<file path="src/jmsv_pkg.sv">
`timescale 1ns / 1ps
// ----------------------------------------------------------------------------
// jmsv_pkg
// Shared constants, error codes, marker codes and the verdict record of the
// marker stream validator.
// ----------------------------------------------------------------------------
package jmsv_pkg;

    localparam int DEF_MAX_COMPONENTS = 3;
    localparam int DEF_MAX_SCANS      = 64;
    localparam int DEF_MAX_MCU_BLOCKS = 10;

    localparam logic [31:0] RST_MAX_STREAM_BYTES = 32'd16777216;
    localparam logic [15:0] RST_DIM_LIMIT        = 16'd16384;
    localparam logic [31:0] RST_PIXEL_LIMIT      = 32'd33554432;

    localparam logic [1:0] REG_MAX_STREAM_BYTES = 2'd0;
    localparam logic [1:0] REG_DIM_LIMIT        = 2'd1;
    localparam logic [1:0] REG_PIXEL_LIMIT      = 2'd2;

    localparam logic [7:0] MRK_SOI  = 8'hd8;
    localparam logic [7:0] MRK_EOI  = 8'hd9;
    localparam logic [7:0] MRK_SOF0 = 8'hc0;
    localparam logic [7:0] MRK_SOF2 = 8'hc2;
    localparam logic [7:0] MRK_DHT  = 8'hc4;
    localparam logic [7:0] MRK_DQT  = 8'hdb;
    localparam logic [7:0] MRK_DRI  = 8'hdd;
    localparam logic [7:0] MRK_SOS  = 8'hda;
    localparam logic [7:0] MRK_COM  = 8'hfe;
    localparam logic [7:0] MRK_RST0 = 8'hd0;
    localparam logic [7:0] MRK_RST7 = 8'hd7;
    localparam logic [7:0] MRK_FILL = 8'hff;

    localparam logic [4:0] ERR_NONE           = 5'd0;
    localparam logic [4:0] ERR_SIZE_OR_SOI    = 5'd1;
    localparam logic [4:0] ERR_DATA_OUTSIDE   = 5'd2;
    localparam logic [4:0] ERR_TRUNC_MARKER   = 5'd3;
    localparam logic [4:0] ERR_BAD_EOI        = 5'd4;
    localparam logic [4:0] ERR_UNSUPPORTED    = 5'd5;
    localparam logic [4:0] ERR_TRUNC_LENGTH   = 5'd6;
    localparam logic [4:0] ERR_BAD_LENGTH     = 5'd7;
    localparam logic [4:0] ERR_BAD_FRAME      = 5'd8;
    localparam logic [4:0] ERR_DIMENSIONS     = 5'd9;
    localparam logic [4:0] ERR_SAMPLING       = 5'd10;
    localparam logic [4:0] ERR_DUPLICATE_ID   = 5'd11;
    localparam logic [4:0] ERR_MCU_LIMIT      = 5'd12;
    localparam logic [4:0] ERR_BAD_SCAN       = 5'd13;
    localparam logic [4:0] ERR_SCAN_LIMIT     = 5'd14;
    localparam logic [4:0] ERR_SCAN_SELECTOR  = 5'd15;
    localparam logic [4:0] ERR_TRUNC_ENTROPY  = 5'd16;
    localparam logic [4:0] ERR_MISSING_EOI    = 5'd17;
    localparam logic [4:0] ERR_MAX            = 5'd17;

    typedef struct packed {
        logic        accepted;
        logic [4:0]  error_code;
        logic [15:0] image_width;
        logic [15:0] image_height;
        logic [1:0]  component_count;
        logic        is_progressive;
        logic [6:0]  scan_count;
    } verdict_t;

    // Markers that carry a length field and are allowed before EOI.
    function automatic logic is_segment_marker(input logic [7:0] m);
        logic hit;
        hit = (m == MRK_SOF0) || (m == MRK_SOF2) || (m == MRK_DHT) ||
              (m == MRK_DQT) || (m == MRK_DRI) || (m == MRK_SOS) ||
              (m == MRK_COM) || (m inside {[8'he0:8'hef]});
        return hit;
    endfunction

endpackage

</file>
<file path="src/jmsv_if.sv">
`timescale 1ns / 1ps
// ----------------------------------------------------------------------------
// jmsv_byte_if / jmsv_verdict_if
// Valid/ready channels for the incoming byte stream and the verdict.
// ----------------------------------------------------------------------------
interface jmsv_byte_if;
    logic       valid;
    logic       ready;
    logic [7:0] data_byte;
    logic       last_byte;

    modport source (output valid, output data_byte, output last_byte, input ready);
    modport sink   (input valid, input data_byte, input last_byte, output ready);
endinterface

interface jmsv_verdict_if;
    logic        valid;
    logic        ready;
    logic        accepted;
    logic [4:0]  error_code;
    logic [15:0] image_width;
    logic [15:0] image_height;
    logic [1:0]  component_count;
    logic        is_progressive;
    logic [6:0]  scan_count;

    modport source (output valid, output accepted, output error_code, output image_width,
                    output image_height, output component_count, output is_progressive,
                    output scan_count, input ready);
    modport sink   (input valid, input accepted, input error_code, input image_width,
                    input image_height, input component_count, input is_progressive,
                    input scan_count, output ready);
endinterface

</file>
<file path="src/jpeg_marker_stream_validator_core.sv">
`timescale 1ns / 1ps
// ----------------------------------------------------------------------------
// jpeg_marker_stream_validator_core
// Checks a JPEG file byte by byte and reports one verdict per file.
// ----------------------------------------------------------------------------
// The stream channel carries one file byte per transfer, with last_byte set
// on the final byte. One byte is taken every cycle while ready is high;
// every byte but the last only updates the parser state and produces nothing.
// The last byte produces exactly one transfer on the verdict channel: the
// pass flag, the first error code and the frame information. The verdict is
// valid in the cycle after the last byte is taken, from an output register.
// While a verdict waits in that register and the receiver stalls, the stream
// side keeps taking bytes of the next file until another last byte arrives;
// that byte waits until the pending verdict is taken.
// Reset empties the output register, clears all parser state and loads the
// limit registers with their defaults. After each last byte the parser
// returns to the start-of-file state by itself.
// Limit registers are written through cfg_write/cfg_index/cfg_data. The user
// must do so only while no file is in progress; the block does not enforce it.
// ----------------------------------------------------------------------------
module jpeg_marker_stream_validator_core
    import jmsv_pkg::*;
#(
    parameter int MAX_COMPONENTS = DEF_MAX_COMPONENTS,
    parameter int MAX_SCANS      = DEF_MAX_SCANS,
    parameter int MAX_MCU_BLOCKS = DEF_MAX_MCU_BLOCKS
)
(
    input  logic        clk,
    input  logic        rst_n,
    input  logic        cfg_write,
    input  logic [1:0]  cfg_index,
    input  logic [31:0] cfg_data,
    jmsv_byte_if.sink       stream,
    jmsv_verdict_if.source  verdict
);

    logic [31:0] max_stream_bytes_reg;
    logic [15:0] dim_limit_reg;
    logic [31:0] pixel_limit_reg;
    logic        can_load;
    logic        take;
    verdict_t    verdict_now;

    always_ff @(posedge clk or negedge rst_n)
    begin
        if (!rst_n)
        begin
            max_stream_bytes_reg <= RST_MAX_STREAM_BYTES;
            dim_limit_reg        <= RST_DIM_LIMIT;
            pixel_limit_reg      <= RST_PIXEL_LIMIT;
        end
        else if (cfg_write)
        begin
            case (cfg_index)
                REG_MAX_STREAM_BYTES: max_stream_bytes_reg <= cfg_data;
                REG_DIM_LIMIT:        dim_limit_reg        <= cfg_data[15:0];
                REG_PIXEL_LIMIT:      pixel_limit_reg      <= cfg_data;
                default:              pixel_limit_reg      <= pixel_limit_reg;
            endcase
        end
    end

    // Only a last byte needs room in the output register.
    assign stream.ready = can_load || !stream.last_byte;
    assign take = stream.valid && stream.ready;

    jmsv_parser #(
        .MAX_COMPONENTS (MAX_COMPONENTS),
        .MAX_SCANS      (MAX_SCANS),
        .MAX_MCU_BLOCKS (MAX_MCU_BLOCKS)
    ) u_parser (
        .clk              (clk),
        .rst_n            (rst_n),
        .take             (take),
        .data_byte        (stream.data_byte),
        .last_byte        (stream.last_byte),
        .max_stream_bytes (max_stream_bytes_reg),
        .dim_limit        (dim_limit_reg),
        .pixel_limit      (pixel_limit_reg),
        .verdict          (verdict_now)
    );

    jmsv_result_reg u_result (
        .clk        (clk),
        .rst_n      (rst_n),
        .load       (take && stream.last_byte),
        .verdict_in (verdict_now),
        .can_load   (can_load),
        .verdict    (verdict)
    );

    a_pass_flag: assert property (@(posedge clk) disable iff (!rst_n)
        verdict.valid |-> (verdict.accepted == (verdict.error_code == ERR_NONE)))
        else $error("pass flag disagrees with error code");

    a_reject_zero: assert property (@(posedge clk) disable iff (!rst_n)
        (verdict.valid && !verdict.accepted) |->
        (verdict.image_width == 16'd0 && verdict.image_height == 16'd0 &&
         verdict.component_count == 2'd0 && !verdict.is_progressive &&
         verdict.scan_count == 7'd0))
        else $error("rejected verdict carries frame data");

    a_last_gives_verdict: assert property (@(posedge clk) disable iff (!rst_n)
        (stream.valid && stream.ready && stream.last_byte) |=> verdict.valid)
        else $error("last byte did not produce a verdict");

    a_code_range: assert property (@(posedge clk) disable iff (!rst_n)
        verdict.valid |-> (verdict.error_code <= ERR_MAX))
        else $error("error code out of range");

endmodule

</file>
<file path="src/jmsv_parser.sv">
`timescale 1ns / 1ps
// ----------------------------------------------------------------------------
// jmsv_parser
// Per-byte marker and segment parser. Holds the whole stream state and
// produces the verdict for the byte being taken when it is the last one.
// ----------------------------------------------------------------------------
module jmsv_parser
    import jmsv_pkg::*;
#(
    parameter int MAX_COMPONENTS = DEF_MAX_COMPONENTS,
    parameter int MAX_SCANS      = DEF_MAX_SCANS,
    parameter int MAX_MCU_BLOCKS = DEF_MAX_MCU_BLOCKS
)
(
    input  logic        clk,
    input  logic        rst_n,
    input  logic        take,
    input  logic [7:0]  data_byte,
    input  logic        last_byte,
    input  logic [31:0] max_stream_bytes,
    input  logic [15:0] dim_limit,
    input  logic [31:0] pixel_limit,
    output verdict_t    verdict
);

    localparam int CW = $clog2(MAX_COMPONENTS + 1);
    localparam int MW = $clog2(16 * MAX_COMPONENTS + 1);

    localparam logic [3:0] PH_SOI0       = 4'd0;
    localparam logic [3:0] PH_SOI1       = 4'd1;
    localparam logic [3:0] PH_MARK       = 4'd2;
    localparam logic [3:0] PH_FILL       = 4'd3;
    localparam logic [3:0] PH_LEN_HI     = 4'd4;
    localparam logic [3:0] PH_LEN_LO     = 4'd5;
    localparam logic [3:0] PH_PAYLOAD    = 4'd6;
    localparam logic [3:0] PH_ENTROPY    = 4'd7;
    localparam logic [3:0] PH_ENTROPY_FF = 4'd8;
    localparam logic [3:0] PH_HALT       = 4'd9;
    localparam logic [3:0] PH_DONE       = 4'd10;

    logic [31:0] pos_reg, pos_next;
    logic        over_reg, over_next;
    logic [3:0]  phase_reg, phase_next;
    logic [7:0]  marker_reg, marker_next;
    logic [15:0] seglen_reg, seglen_next;
    logic [15:0] offset_reg, offset_next;
    logic [CW-1:0] comp_idx_reg, comp_idx_next;
    logic [1:0]  comp_sub_reg, comp_sub_next;
    logic        frame_seen_reg, frame_seen_next;
    logic [6:0]  scans_reg, scans_next;
    logic [7:0]  ids_reg [MAX_COMPONENTS];
    logic [7:0]  ids_next [MAX_COMPONENTS];
    logic [MAX_COMPONENTS-1:0] mask_reg, mask_next;
    logic [CW-1:0] total_reg, total_next;
    logic [MW-1:0] mcu_reg, mcu_next;
    logic [15:0] width_reg, width_next;
    logic [15:0] height_reg, height_next;
    logic [CW-1:0] comps_reg, comps_next;
    logic        prog_reg, prog_next;
    logic [4:0]  err_reg, err_next;
    logic [31:0] pixels_reg, pixels_next;

    always_comb
    begin
        logic [4:0]  raise;
        logic [15:0] len;
        logic [15:0] plen;
        logic [16:0] o_inc;
        logic [3:0]  hs;
        logic [3:0]  vs;
        logic        dup;
        logic [MAX_COMPONENTS-1:0] bit_sel;
        logic        is_frame;
        logic [4:0]  code;

        raise = ERR_NONE;
        len = {seglen_reg[7:0], data_byte};
        plen = seglen_reg - 16'd2;
        o_inc = {1'b0, offset_reg} + 17'd1;
        hs = data_byte[7:4];
        vs = data_byte[3:0];
        dup = 1'b0;
        bit_sel = '0;
        is_frame = (marker_reg == MRK_SOF0) || (marker_reg == MRK_SOF2);
        code = ERR_NONE;

        over_next = over_reg;
        pos_next = pos_reg;
        phase_next = phase_reg;
        marker_next = marker_reg;
        seglen_next = seglen_reg;
        offset_next = offset_reg;
        comp_idx_next = comp_idx_reg;
        comp_sub_next = comp_sub_reg;
        frame_seen_next = frame_seen_reg;
        scans_next = scans_reg;
        ids_next = ids_reg;
        mask_next = mask_reg;
        total_next = total_reg;
        mcu_next = mcu_reg;
        width_next = width_reg;
        height_next = height_reg;
        comps_next = comps_reg;
        prog_next = prog_reg;
        err_next = err_reg;
        pixels_next = pixels_reg;

        if (pos_reg == 32'hffff_ffff)
            over_next = 1'b1;
        else
            pos_next = pos_reg + 32'd1;

        case (phase_reg)
            PH_SOI0:
            begin
                if (data_byte != MRK_FILL) raise = ERR_SIZE_OR_SOI;
                else phase_next = PH_SOI1;
            end
            PH_SOI1:
            begin
                if (data_byte != MRK_SOI) raise = ERR_SIZE_OR_SOI;
                else phase_next = PH_MARK;
            end
            PH_MARK:
            begin
                if (data_byte != MRK_FILL) raise = ERR_DATA_OUTSIDE;
                else phase_next = PH_FILL;
            end
            PH_FILL, PH_ENTROPY_FF:
            begin
                if (data_byte == MRK_FILL)
                begin
                    phase_next = phase_reg;
                end
                else if (phase_reg == PH_ENTROPY_FF && (data_byte == 8'h00 ||
                         data_byte inside {[MRK_RST0:MRK_RST7]}))
                begin
                    phase_next = PH_ENTROPY;
                end
                else
                begin
                    marker_next = data_byte;
                    if (data_byte == MRK_EOI)
                    begin
                        if (frame_seen_reg && scans_reg != 7'd0 && last_byte)
                            phase_next = PH_DONE;
                        else
                            raise = ERR_BAD_EOI;
                    end
                    else if (!is_segment_marker(data_byte))
                        raise = ERR_UNSUPPORTED;
                    else
                        phase_next = PH_LEN_HI;
                end
            end
            PH_LEN_HI:
            begin
                seglen_next = {8'd0, data_byte};
                phase_next = PH_LEN_LO;
            end
            PH_LEN_LO:
            begin
                seglen_next = len;
                plen = len - 16'd2;
                if (len < 16'd2)
                    raise = ERR_BAD_LENGTH;
                else if (is_frame && (frame_seen_reg || plen < 16'd6))
                    raise = ERR_BAD_FRAME;
                else if (marker_reg == MRK_SOS && (!frame_seen_reg || plen < 16'd1))
                    raise = ERR_BAD_SCAN;
                else
                begin
                    if (is_frame) mcu_next = '0;
                    if (marker_reg == MRK_SOS) mask_next = '0;
                    offset_next = '0;
                    comp_idx_next = '0;
                    comp_sub_next = 2'd0;
                    if (plen == 16'd0)
                        phase_next = (marker_reg == MRK_SOS) ? PH_ENTROPY : PH_MARK;
                    else
                        phase_next = PH_PAYLOAD;
                end
            end
            PH_PAYLOAD:
            begin
                if (is_frame)
                begin
                    case (offset_reg)
                        16'd0: if (data_byte != 8'd8) raise = ERR_BAD_FRAME;
                        16'd1: height_next = {data_byte, 8'd0};
                        16'd2: height_next = {height_reg[15:8], data_byte};
                        16'd3: width_next = {data_byte, 8'd0};
                        16'd4:
                        begin
                            width_next = {width_reg[15:8], data_byte};
                            pixels_next = {width_reg[15:8], data_byte} * height_reg;
                        end
                        16'd5:
                        begin
                            if (!(data_byte == 8'd1 || data_byte == 8'd3) ||
                                data_byte > 8'(MAX_COMPONENTS) ||
                                {1'b0, plen} != 17'd6 + 17'd3 * {9'd0, data_byte})
                                raise = ERR_BAD_FRAME;
                            else
                            begin
                                comps_next = CW'(data_byte);
                                if (width_reg == 16'd0 || height_reg == 16'd0 ||
                                    width_reg > dim_limit ||
                                    height_reg > dim_limit ||
                                    pixels_reg > pixel_limit)
                                    raise = ERR_DIMENSIONS;
                            end
                        end
                        default:
                        begin
                            if (int'(comp_idx_reg) < MAX_COMPONENTS)
                            begin
                                case (comp_sub_reg)
                                    2'd0:
                                    begin
                                        for (int k = 0; k < MAX_COMPONENTS; k++)
                                            if (int'(comp_idx_reg) == k)
                                                ids_next[k] = data_byte;
                                    end
                                    2'd1:
                                    begin
                                        if (hs == 4'd0 || hs > 4'd4 || vs == 4'd0 ||
                                            vs > 4'd4)
                                            raise = ERR_SAMPLING;
                                        else
                                            mcu_next = mcu_reg + MW'(hs) * MW'(vs);
                                    end
                                    default:
                                    begin
                                        for (int k = 0; k < MAX_COMPONENTS; k++)
                                            for (int j = 0; j < MAX_COMPONENTS; j++)
                                                if (j < k && int'(comp_idx_reg) == k &&
                                                    ids_reg[j] == ids_reg[k])
                                                    dup = 1'b1;
                                        if (data_byte > 8'd3) raise = ERR_SAMPLING;
                                        else if (dup) raise = ERR_DUPLICATE_ID;
                                    end
                                endcase
                            end
                            // Walk the three bytes of each component entry.
                            if (comp_sub_reg == 2'd2)
                            begin
                                comp_sub_next = 2'd0;
                                if (int'(comp_idx_reg) < MAX_COMPONENTS)
                                    comp_idx_next = comp_idx_reg + CW'(1);
                            end
                            else
                                comp_sub_next = comp_sub_reg + 2'd1;
                        end
                    endcase
                end
                else if (marker_reg == MRK_SOS)
                begin
                    if (offset_reg == 16'd0)
                    begin
                        if (data_byte == 8'd0 || data_byte > 8'(comps_reg) ||
                            {1'b0, plen} != 17'd4 + 17'd2 * {9'd0, data_byte})
                            raise = ERR_BAD_SCAN;
                        else if (scans_reg >= 7'(MAX_SCANS))
                            raise = ERR_SCAN_LIMIT;
                        else
                        begin
                            scans_next = scans_reg + 7'd1;
                            total_next = CW'(data_byte);
                            mask_next = '0;
                        end
                    end
                    else if (offset_reg[0] &&
                             ((offset_reg - 16'd1) >> 1) < 16'(total_reg))
                    begin
                        for (int j = 0; j < MAX_COMPONENTS; j++)
                            if (j < int'(comps_reg) && ids_reg[j] == data_byte)
                                bit_sel = MAX_COMPONENTS'(1) << j;
                        if (bit_sel == '0 || (mask_reg & bit_sel) != '0)
                            raise = ERR_SCAN_SELECTOR;
                        else
                            mask_next = mask_reg | bit_sel;
                    end
                end
                if (raise == ERR_NONE)
                begin
                    offset_next = o_inc[15:0];
                    if (o_inc >= {1'b0, plen})
                    begin
                        if (is_frame && 8'(mcu_next) > 8'(MAX_MCU_BLOCKS))
                            raise = ERR_MCU_LIMIT;
                        else
                        begin
                            if (is_frame)
                            begin
                                frame_seen_next = 1'b1;
                                prog_next = (marker_reg == MRK_SOF2);
                            end
                            phase_next = (marker_reg == MRK_SOS) ? PH_ENTROPY : PH_MARK;
                        end
                    end
                end
            end
            PH_ENTROPY:
            begin
                if (data_byte == MRK_FILL) phase_next = PH_ENTROPY_FF;
            end
            default:
            begin
                phase_next = phase_reg;
            end
        endcase

        if (raise != ERR_NONE)
        begin
            if (err_reg == ERR_NONE) err_next = raise;
            phase_next = PH_HALT;
        end

        if (over_next || pos_next < 32'd4 || pos_next > max_stream_bytes ||
            dim_limit == 16'd0 || pixel_limit == 32'd0)
            code = ERR_SIZE_OR_SOI;
        else if (err_next != ERR_NONE)
            code = err_next;
        else
        begin
            case (phase_next)
                PH_DONE:                code = ERR_NONE;
                PH_FILL:                code = ERR_TRUNC_MARKER;
                PH_LEN_HI, PH_LEN_LO:   code = ERR_TRUNC_LENGTH;
                PH_PAYLOAD:             code = ERR_BAD_LENGTH;
                PH_ENTROPY_FF:          code = ERR_TRUNC_ENTROPY;
                PH_MARK, PH_ENTROPY:    code = ERR_MISSING_EOI;
                default:                code = ERR_SIZE_OR_SOI;
            endcase
        end

        verdict.accepted        = (code == ERR_NONE);
        verdict.error_code      = code;
        verdict.image_width     = (code == ERR_NONE) ? width_next : 16'd0;
        verdict.image_height    = (code == ERR_NONE) ? height_next : 16'd0;
        verdict.component_count = (code == ERR_NONE) ? 2'(comps_next) : 2'd0;
        verdict.is_progressive  = (code == ERR_NONE) && prog_next;
        verdict.scan_count      = (code == ERR_NONE) ? scans_next : 7'd0;
    end

    // The last byte returns every piece of stream state to its reset value.
    always_ff @(posedge clk or negedge rst_n)
    begin
        if (!rst_n)
        begin
            pos_reg        <= '0;
            over_reg       <= 1'b0;
            phase_reg      <= PH_SOI0;
            marker_reg     <= '0;
            seglen_reg     <= '0;
            offset_reg     <= '0;
            comp_idx_reg   <= '0;
            comp_sub_reg   <= '0;
            frame_seen_reg <= 1'b0;
            scans_reg      <= '0;
            ids_reg        <= '{default: '0};
            mask_reg       <= '0;
            total_reg      <= '0;
            mcu_reg        <= '0;
            width_reg      <= '0;
            height_reg     <= '0;
            comps_reg      <= '0;
            prog_reg       <= 1'b0;
            err_reg        <= '0;
            pixels_reg     <= '0;
        end
        else if (take && last_byte)
        begin
            pos_reg        <= '0;
            over_reg       <= 1'b0;
            phase_reg      <= PH_SOI0;
            marker_reg     <= '0;
            seglen_reg     <= '0;
            offset_reg     <= '0;
            comp_idx_reg   <= '0;
            comp_sub_reg   <= '0;
            frame_seen_reg <= 1'b0;
            scans_reg      <= '0;
            ids_reg        <= '{default: '0};
            mask_reg       <= '0;
            total_reg      <= '0;
            mcu_reg        <= '0;
            width_reg      <= '0;
            height_reg     <= '0;
            comps_reg      <= '0;
            prog_reg       <= 1'b0;
            err_reg        <= '0;
            pixels_reg     <= '0;
        end
        else if (take)
        begin
            pos_reg        <= pos_next;
            over_reg       <= over_next;
            phase_reg      <= phase_next;
            marker_reg     <= marker_next;
            seglen_reg     <= seglen_next;
            offset_reg     <= offset_next;
            comp_idx_reg   <= comp_idx_next;
            comp_sub_reg   <= comp_sub_next;
            frame_seen_reg <= frame_seen_next;
            scans_reg      <= scans_next;
            ids_reg        <= ids_next;
            mask_reg       <= mask_next;
            total_reg      <= total_next;
            mcu_reg        <= mcu_next;
            width_reg      <= width_next;
            height_reg     <= height_next;
            comps_reg      <= comps_next;
            prog_reg       <= prog_next;
            err_reg        <= err_next;
            pixels_reg     <= pixels_next;
        end
    end

endmodule

</file>
<file path="src/jmsv_result_reg.sv">
`timescale 1ns / 1ps
// ----------------------------------------------------------------------------
// jmsv_result_reg
// Output register for the verdict channel. Holds a verdict until its
// transfer completes.
// ----------------------------------------------------------------------------
module jmsv_result_reg
    import jmsv_pkg::*;
(
    input  logic     clk,
    input  logic     rst_n,
    input  logic     load,
    input  verdict_t verdict_in,
    output logic     can_load,
    jmsv_verdict_if.source verdict
);

    logic     valid_reg;
    verdict_t data_reg;

    assign can_load = !valid_reg || verdict.ready;

    always_ff @(posedge clk or negedge rst_n)
    begin
        if (!rst_n)
            valid_reg <= 1'b0;
        else if (load)
            valid_reg <= 1'b1;
        else if (verdict.ready)
            valid_reg <= 1'b0;
    end

    always_ff @(posedge clk)
    begin
        if (load)
            data_reg <= verdict_in;
    end

    assign verdict.valid           = valid_reg;
    assign verdict.accepted        = data_reg.accepted;
    assign verdict.error_code      = data_reg.error_code;
    assign verdict.image_width     = data_reg.image_width;
    assign verdict.image_height    = data_reg.image_height;
    assign verdict.component_count = data_reg.component_count;
    assign verdict.is_progressive  = data_reg.is_progressive;
    assign verdict.scan_count      = data_reg.scan_count;

endmodule
</file>
<file path="src/flat_wrapper.sv">
// flat-port wrapper written by rule: the top's interface ports become plain ports
module jpeg_marker_stream_validator_core_flat import jmsv_pkg::*;
#(
    parameter int MAX_COMPONENTS = DEF_MAX_COMPONENTS,
    parameter int MAX_SCANS      = DEF_MAX_SCANS,
    parameter int MAX_MCU_BLOCKS = DEF_MAX_MCU_BLOCKS
)
  (clk, rst_n, cfg_write, cfg_index, cfg_data, stream_valid, stream_data_byte, stream_last_byte, stream_ready, verdict_valid, verdict_accepted, verdict_error_code, verdict_image_width, verdict_image_height, verdict_component_count, verdict_is_progressive, verdict_scan_count, verdict_ready);
  jmsv_byte_if stream_i ();
  jmsv_verdict_if verdict_i ();
  input  logic clk;
  input  logic rst_n;
  input  logic cfg_write;
  input  logic [1:0] cfg_index;
  input  logic [31:0] cfg_data;
  input wire logic [$bits(stream_i.valid)-1:0] stream_valid;
  input wire logic [$bits(stream_i.data_byte)-1:0] stream_data_byte;
  input wire logic [$bits(stream_i.last_byte)-1:0] stream_last_byte;
  output wire logic [$bits(stream_i.ready)-1:0] stream_ready;
  output wire logic [$bits(verdict_i.valid)-1:0] verdict_valid;
  output wire logic [$bits(verdict_i.accepted)-1:0] verdict_accepted;
  output wire logic [$bits(verdict_i.error_code)-1:0] verdict_error_code;
  output wire logic [$bits(verdict_i.image_width)-1:0] verdict_image_width;
  output wire logic [$bits(verdict_i.image_height)-1:0] verdict_image_height;
  output wire logic [$bits(verdict_i.component_count)-1:0] verdict_component_count;
  output wire logic [$bits(verdict_i.is_progressive)-1:0] verdict_is_progressive;
  output wire logic [$bits(verdict_i.scan_count)-1:0] verdict_scan_count;
  input wire logic [$bits(verdict_i.ready)-1:0] verdict_ready;
  assign stream_i.valid = stream_valid;
  assign stream_i.data_byte = stream_data_byte;
  assign stream_i.last_byte = stream_last_byte;
  assign stream_ready = stream_i.ready;
  assign verdict_valid = verdict_i.valid;
  assign verdict_accepted = verdict_i.accepted;
  assign verdict_error_code = verdict_i.error_code;
  assign verdict_image_width = verdict_i.image_width;
  assign verdict_image_height = verdict_i.image_height;
  assign verdict_component_count = verdict_i.component_count;
  assign verdict_is_progressive = verdict_i.is_progressive;
  assign verdict_scan_count = verdict_i.scan_count;
  assign verdict_i.ready = verdict_ready;
  jpeg_marker_stream_validator_core #(.MAX_COMPONENTS(MAX_COMPONENTS), .MAX_SCANS(MAX_SCANS), .MAX_MCU_BLOCKS(MAX_MCU_BLOCKS)) u_core (.clk(clk), .rst_n(rst_n), .cfg_write(cfg_write), .cfg_index(cfg_index), .cfg_data(cfg_data), .stream(stream_i), .verdict(verdict_i));
endmodule
</file>
<file path="config.mk">
export PLATFORM = sky130hd
export DESIGN_NAME = jpeg_marker_stream_validator_core_flat
export DESIGN_NICKNAME = d
export VERILOG_FILES = /design/src/jmsv_pkg.sv /design/src/jmsv_if.sv /design/src/jpeg_marker_stream_validator_core.sv /design/src/jmsv_parser.sv /design/src/jmsv_result_reg.sv /design/src/flat_wrapper.sv
export SDC_FILE = /design/constraint.sdc
export NUM_CORES = 2
export LEC_CHECK = 0
export BUFFER_PORTS_ARGS = -buffer_cell sky130_fd_sc_hd__clkbuf_2
export CELL_PAD_IN_SITES_DETAIL_PLACEMENT = 0
export CELL_PAD_IN_SITES_GLOBAL_PLACEMENT = 1
export CORE_ASPECT_RATIO = 0.5
export CORE_MARGIN = 2
export CORE_UTILIZATION = 45
export CTS_CLUSTER_DIAMETER = 80
export DETAILED_ROUTE_END_ITERATION = 7
export HOLD_SLACK_MARGIN = 0.02
export PLACE_DENSITY_LB_ADDON = 0.1
export SYNTH_ARGS = -nofsm -noshare
export SYNTH_HDL_FRONTEND = slang
export SYNTH_SLANG_ARGS = --single-unit
</file>
<file path="constraint.sdc">
create_clock -name clk -period 6.2 [get_ports clk]
set_input_delay 0.31 -clock clk [delete_from_list [all_inputs] [get_ports clk]]
set_output_delay 0.31 -clock clk [all_outputs]
set_load 0.005 [all_outputs]
</file>
=== After elaboration in Yosys (flattened, before gate mapping) ===
Memories as Yosys holds them, arrays and structs flattened.
Index checks and enable logic that the tools add are counted.
W data, S select, Z words.

* Register bits after elaboration: 325
* Bits in read-only memories: 64
* Bits of input ports: 48
* Output and inout bits: 50
* Logic and storage cells: 454
* Memories kept: 1

{| class="wikitable"
|+ Memory list
! name !! depth !! width !! rd ports !! clocked after Yosys merged registers in !! write ports !! RTL line !! RTL
|-
| (name not given) || 16 || 4 || 1 || 0 || 0 || jmsv_parser.sv:327 || <nowiki>case (phase_next)</nowiki>
|}

* Add/sub/neg operators: 11
* Multiply operators: 3
* Order comparisons: 24
* Eq/ne operators: 68
* Multiplexer cells: 202
* Bitwise gates (word level): 2
* Reduce and logical (&&, ||, !) cells: 110

{| class="wikitable"
|+ Operators by type and width
! operator !! count
|-
| $mux W16 || 16
|-
| $mux W32 || 8
|-
| $mux W24 || 7
|-
| $mux W4 || 32
|-
| $pmux W16 S2 || 4
|-
| $eq A8 B8 Y1 const B || 12
|-
| $logic_not A16 Y1 || 5
|-
| $mux W5 || 16
|-
| $mux W3 || 24
|-
| $mux W6 || 12
|-
| $gt A32 B32 Y1 || 2
|-
| $mux W8 || 8
|-
| $mux W2 || 29
|-
| $mux W7 || 8
|-
| $eq A8 B8 Y1 || 6
|-
| $ne A3 B3 Y1 const B || 12
|-
| $reduce_and A7 Y1 || 5
|-
| $add A32 B1 Y32 const B || 1
|-
| $eq A16 B2 Y1 const B || 2
|-
| $eq A16 B3 Y1 const B || 2
|-
| $eq A32 B32 Y1 const B || 1
|-
| $gt A16 B16 Y1 || 2
|-
| $logic_not A32 Y1 || 1
|-
| $lt A32 B3 Y1 const B || 1
|-
| other kinds (72) || 204
|}

=== Depth between registers and ports, before layout ===
* Depth after elaboration: 30
* Depth in mapped cells: 30
* Depth with buffers taken out: 27

=== By module ===
Synthesis repeated with hierarchy kept, for this count alone.

* Cell total of the unflattened synthesis: 3311
* Area, all modules: 29963.7 um^2

{| class="wikitable"
|+ Modules (own cells, without submodules)
! module !! times used !! cells each !! area an instance (um^2) !! seq. area each (um^2)
|-
| jmsv_parser || 1 || 3087 || 25473.2 || 4904.7
|-
| jpeg_marker_stream_validator_core || 1 || 173 || 3001.6 || 2005.7
|-
| jmsv_result_reg || 1 || 51 || 1488.9 || 1466.4
|}

=== Least setup slack after synthesis ===
Ideal clock, no wire load.

* Kind: input port to flip-flop
* From: in stream_data_byte[6]
* To: reg u_core.u_parser.pixels_reg[29]
* Library setup time: 133 ps
* Arrival time: 6752 ps
* Data required time: 6067 ps
* Setup slack: -685 ps
* Stages: 25
* Buffers on the path: 3
* Path through: clkbuf_1 -> clkbuf_1 -> buf_1 -> nand2_1 -> fa_1 -> inv_1 -> fa_1 -> fa_1 -> fa_1 -> inv_1 -> fa_1 -> inv_1 -> fa_1 -> ha_1 -> a21oi_1 -> nor2b_1 -> o41ai_1 -> a31oi_1 -> o31ai_1 -> o21ai_0 -> o22ai_1 -> o21bai_1 -> a21oi_1 -> xor2_1 -> o21ai_0

* Cells in the longest elaborated chain, start to end: 6

{| class="wikitable"
|+ Ends and longest elaborated chain
! what !! RTL line !! RTL
|-
| from (decl) || flat_wrapper.sv:17 || <nowiki>input wire logic [$bits(stream_i.data_byte)-1:0] stream_data_byte;</nowiki>
|-
| $mul A16 B16 Y32 || jmsv_parser.sv:196 || <nowiki>pixels_next = {width_reg[15:8], data_byte} * height_reg;</nowiki>
|-
| $mux W32 || jmsv_parser.sv:188 || <nowiki>case (offset_reg)</nowiki>
|-
| $mux W32 || jmsv_parser.sv:186 || <nowiki>if (is_frame)</nowiki>
|-
| $mux W32 || jmsv_parser.sv:113 || <nowiki>case (phase_reg)</nowiki>
|-
| $mux W32 || jmsv_parser.sv:396 || <nowiki>else if (take)</nowiki>
|-
| $mux W32 || jmsv_parser.sv:373 || <nowiki>else if (take && last_byte)</nowiki>
|-
| to (signal assigned) || jmsv_parser.sv:417 || <nowiki>pixels_reg <= pixels_next;</nowiki>
|-
| to (decl) || jmsv_parser.sv:61 || <nowiki>logic [31:0] pixels_reg, pixels_next;</nowiki>
|}

No other way between the ends. The select of a mux whose other input is x is not followed.
A chain may end at the register's enable or synchronous reset.

=== Final worst setup path ===
* From: reg u_core.u_parser.height_reg[6]
* To: reg u_core.u_parser.pixels_reg[25]

* Cells in the longest elaborated chain, start to end: 6

{| class="wikitable"
|+ Ends and longest elaborated chain
! what !! RTL line !! RTL
|-
| from (decl) || jmsv_parser.sv:57 || <nowiki>logic [15:0] height_reg, height_next;</nowiki>
|-
| from (signal assigned) || jmsv_parser.sv:413 || <nowiki>height_reg <= height_next;</nowiki>
|-
| $mul A16 B16 Y32 || jmsv_parser.sv:196 ||
|-
| $mux W32 || jmsv_parser.sv:188 ||
|-
| $mux W32 || jmsv_parser.sv:186 ||
|-
| $mux W32 || jmsv_parser.sv:113 ||
|-
| $mux W32 || jmsv_parser.sv:396 ||
|-
| $mux W32 || jmsv_parser.sv:373 ||
|}

No other way between the ends. The select of a mux whose other input is x is not followed.

==> metrics.txt <==
total congestion overflow=0; CP most frequent cell=fa_2; antenna cells=0; layout cells sized above 1=0.153; area grow syn2layout=14.2%; Synth top area share=0.226; Worst Setup SP=u_core.u_parser.height_reg[6]; WP data required=6.62 ns; Net Count, Synth=3966; PortBufs=97; H-tree Lvls=2; Yosys reg bits=325; Detailed Route WL=97400 um; Via-to-Cell Ratio=5.66; die width=371 um; routed length per instance=21.5 um; LEAKAGE=16.3 nW; synthesized area per cell=8.81 um^2; delay-heaviest family, CP=adder cells; GRT Total Usage=0.284; Max IR drop VDD=0.216 mV; register area share after synthesis=0.276; element type at the critical path start=flip-flop; initial DRC count=1813; top_reg_cell synth=dfrtp_1; Setup Slack @ Placement=-0.237 ns; count of cell types in the netlist=106; final core occ=0.518; vias in the first global route=26100; EDFF count, synth=48; Worst Tran Pin Value=1.25 ns; Clock Tree Buf Depth=3; clock slew at reported path FFs=0.07 ns; final hold vios=0; Mapped Cells=3442; Die Y=188 um; CP Class=flip-flop to flip-flop; f_max=166 MHz; number of I/O pins=98; clock skew=0.0125 ns; R2R depth=24; reported max-cap violation count=0; CTS tree=yes; Num CTS Buffers=36; run status=complete, no violations; P per Cell Area=180 nW/um^2; terminus of the critical flop-to-flop path=u_core.u_parser.pixels_reg[25]; antenna violations before repair=1; min-delay src=cfg_data[3]; worst path cell trace=buf_6 > buf_4 > nand2_1 > fa_1 > inv_2 > fa_2 > inv_2 > fa_2 > fa_1 > inv_2 > fa_2 > fa_2 > ha_4 > buf_4 > nand2_2 > nor2_2 > o41ai_4 > a31oi_2 > o31ai_2 > buf_4 > nor2_1 > a2111oi_1 > or3_1 > a21oi_1; Die ar.=69600 um^2; Worst path depth=24; DR vias=25700; clock sink count=325; TritonRoute pass-1 iters=5; Tcrit/Tclk final=0.970; Initial Util=0.454; Slowest-stage cell, CP=fa_2; R2R setup slack=0.19 ns; Nets=4142; synth warn=0; Crit Path Max Fanout=3; synthesized cell area=30300 um^2; fin crit period=6.01 ns; Hold Crit Class=input pin to flip-flop; first-pass GRT wire length=154000 um; Skew-Pair Late Insertion Delay=0.57 ns; row cnt=67; largest net degree at the start of global routing=120; Final Worst Setup Slack=0.186 ns; Setup-failing EPs final=0; Max stage delay on crit path=0.60 ns; Hold Path Depth=3; reg2reg start=u_core.u_parser.height_reg[6]; Worst Path Arrival=6.43 ns; CP Capture Type=flip-flop; RSZ-0062 raised after global routing=yes; routability congestion estimate=0.940; Post-DP HPWL=75700 um; hold_ws=0.0371 ns; worst relative slew slack=0.165; Synth area leaders=dfrtp_1 23%, fa_1 13%, ha_1 11%, nand2_1 6.3%, edfxtp_1 4.8%; area leader, netlist=dfrtp_1; Buf/Inv on CP=7; Final Max Slew Viols=0; DRC=0; Core ar.=66800 um^2; Root Buffer=clkbuf_16; Final ANT Viol Nets=0; end of the critical path=u_core.u_parser.pixels_reg[25]; share of flip-flops with an asynchronous set or reset=0.852
routing by layer:
metal,vias up,wire length [um],GRT usage
li1,12100,-,-
met1,12900,46800,0.417
met2,593,43800,0.449
met3,116,5070,0.0361
met4,0,1730,0.0565
met5,-,0,0
metrics by stage:
step	power (mW)	cell area [um^2]	instances	setup TNS [ns]
floorplan	3.58	30500	3442	-0.00231
finish	6.23	34600	4541	0
detailed placement	4.08	32800	4432	-0.999
CTS	6.26	34400	4535	0
global placement	4.05	32800	4432	-0.735
global route	6.55	34600	4541	-0.152
cell usage after synthesis, types with 20 or more instances:
cell        n
a31oi_1    23
ha_1      274
nor4_1     46
o31ai_1    20
a22o_1     40
nand2_1   513
a22oi_1    20
o21a_1     24
buf_2      20
a21oi_1   144
nor2b_1    21
xnor2_1   123
edfxtp_1   48
nand3_1    77
dfrtp_1   274
o21ai_0   201
nor2_1    160
and3_1     30
and2_1     99
inv_1     380
nor3_1     55
nand4_1    85
a21o_1     22
mux2_2     54
xor2_1     41
fa_1      202
clkbuf_1  146
placed cells by master, fill, tap and decap left out, types with 52 or more instances in the layout:
master	n
a21oi_1	136
nor3_1	52
fa_1	196
xnor2_1	122
mux2_2	54
nand2_1	500
clkbuf_2	96
nand4_1	85
inv_1	367
nand3_1	77
o21ai_0	195
ha_1	263
buf_4	188
nor2_1	158
and2_1	98
dfrtp_1	267
cells by family after synthesis:
logic type	Yosys count	synth area share
and+or+nand+nor	1192	0.193
DFF	325	0.276
muxes	65	0.0237
xor gates and xnor gates	171	0.0524
buffers and inverters	574	0.0731
adders and majority gates	476	0.246
AOI/OAI and AO/OA	639	0.136
worst register-to-register path, cell delays in order, from the launching register on:
cell and delay, ns:
dfrtp_1 0.37, buf_6 0.11, buf_4 0.11, nand2_1 0.07
fa_1 0.57, inv_2 0.04, fa_2 0.52, inv_2 0.04
fa_2 0.53, fa_1 0.43, inv_2 0.07, fa_2 0.44
fa_2 0.60, ha_4 0.20, buf_4 0.14, nand2_2 0.05
nor2_2 0.05, o41ai_4 0.35, a31oi_2 0.16, o31ai_2 0.30
buf_4 0.18, nor2_1 0.04, a2111oi_1 0.26, or3_1 0.16
a21oi_1 0.06
power breakdown:
part	leakage [nW]	internal (mW)	switching [mW]	total [mW]
clock network	0.545	1.19	0.969	2.16
logic	11.7	0.607	0.913	1.52
registers	4.09	2.35	0.196	2.55
total	16.3	4.15	2.08	6.23
timing repair:
action	4_1_cts	5_1_grt
resized for setup	32	66
pin swaps	42	49
endpoints found under the hold margin	116	0
hold buffers	19	0
endpoints found under the setup margin	6	54
buffers inserted	20	6
area by class of cell:
cell class,count,area (um^2)
Fill cell,6454,32200
Multi-Input combinational cell,2543,20100
Sequential cell,325,8390
Timing Repair Buffer,330,2490
Inverter,382,1440
Tap cell,897,1120
Clock buffer,46,958
Clock inverter,18,168
how the worst min path moves through the flow:
stage	to	slack, ns
4_1_cts	u_core.max_stream_bytes_reg[8]	0.02
6_report	u_core.max_stream_bytes_reg[3]	0.04
2_1_floorplan	u_core.dim_limit_reg[0]	0.01
5_1_grt	u_core.pixel_limit_reg[3]	0.04
3_5_place_dp	u_core.u_parser.ids_reg[5]	0.37
3_3_place_gp	u_core.u_parser.ids_reg[5]	0.36
Note: power is estimated with default switching activity, not from simulation.
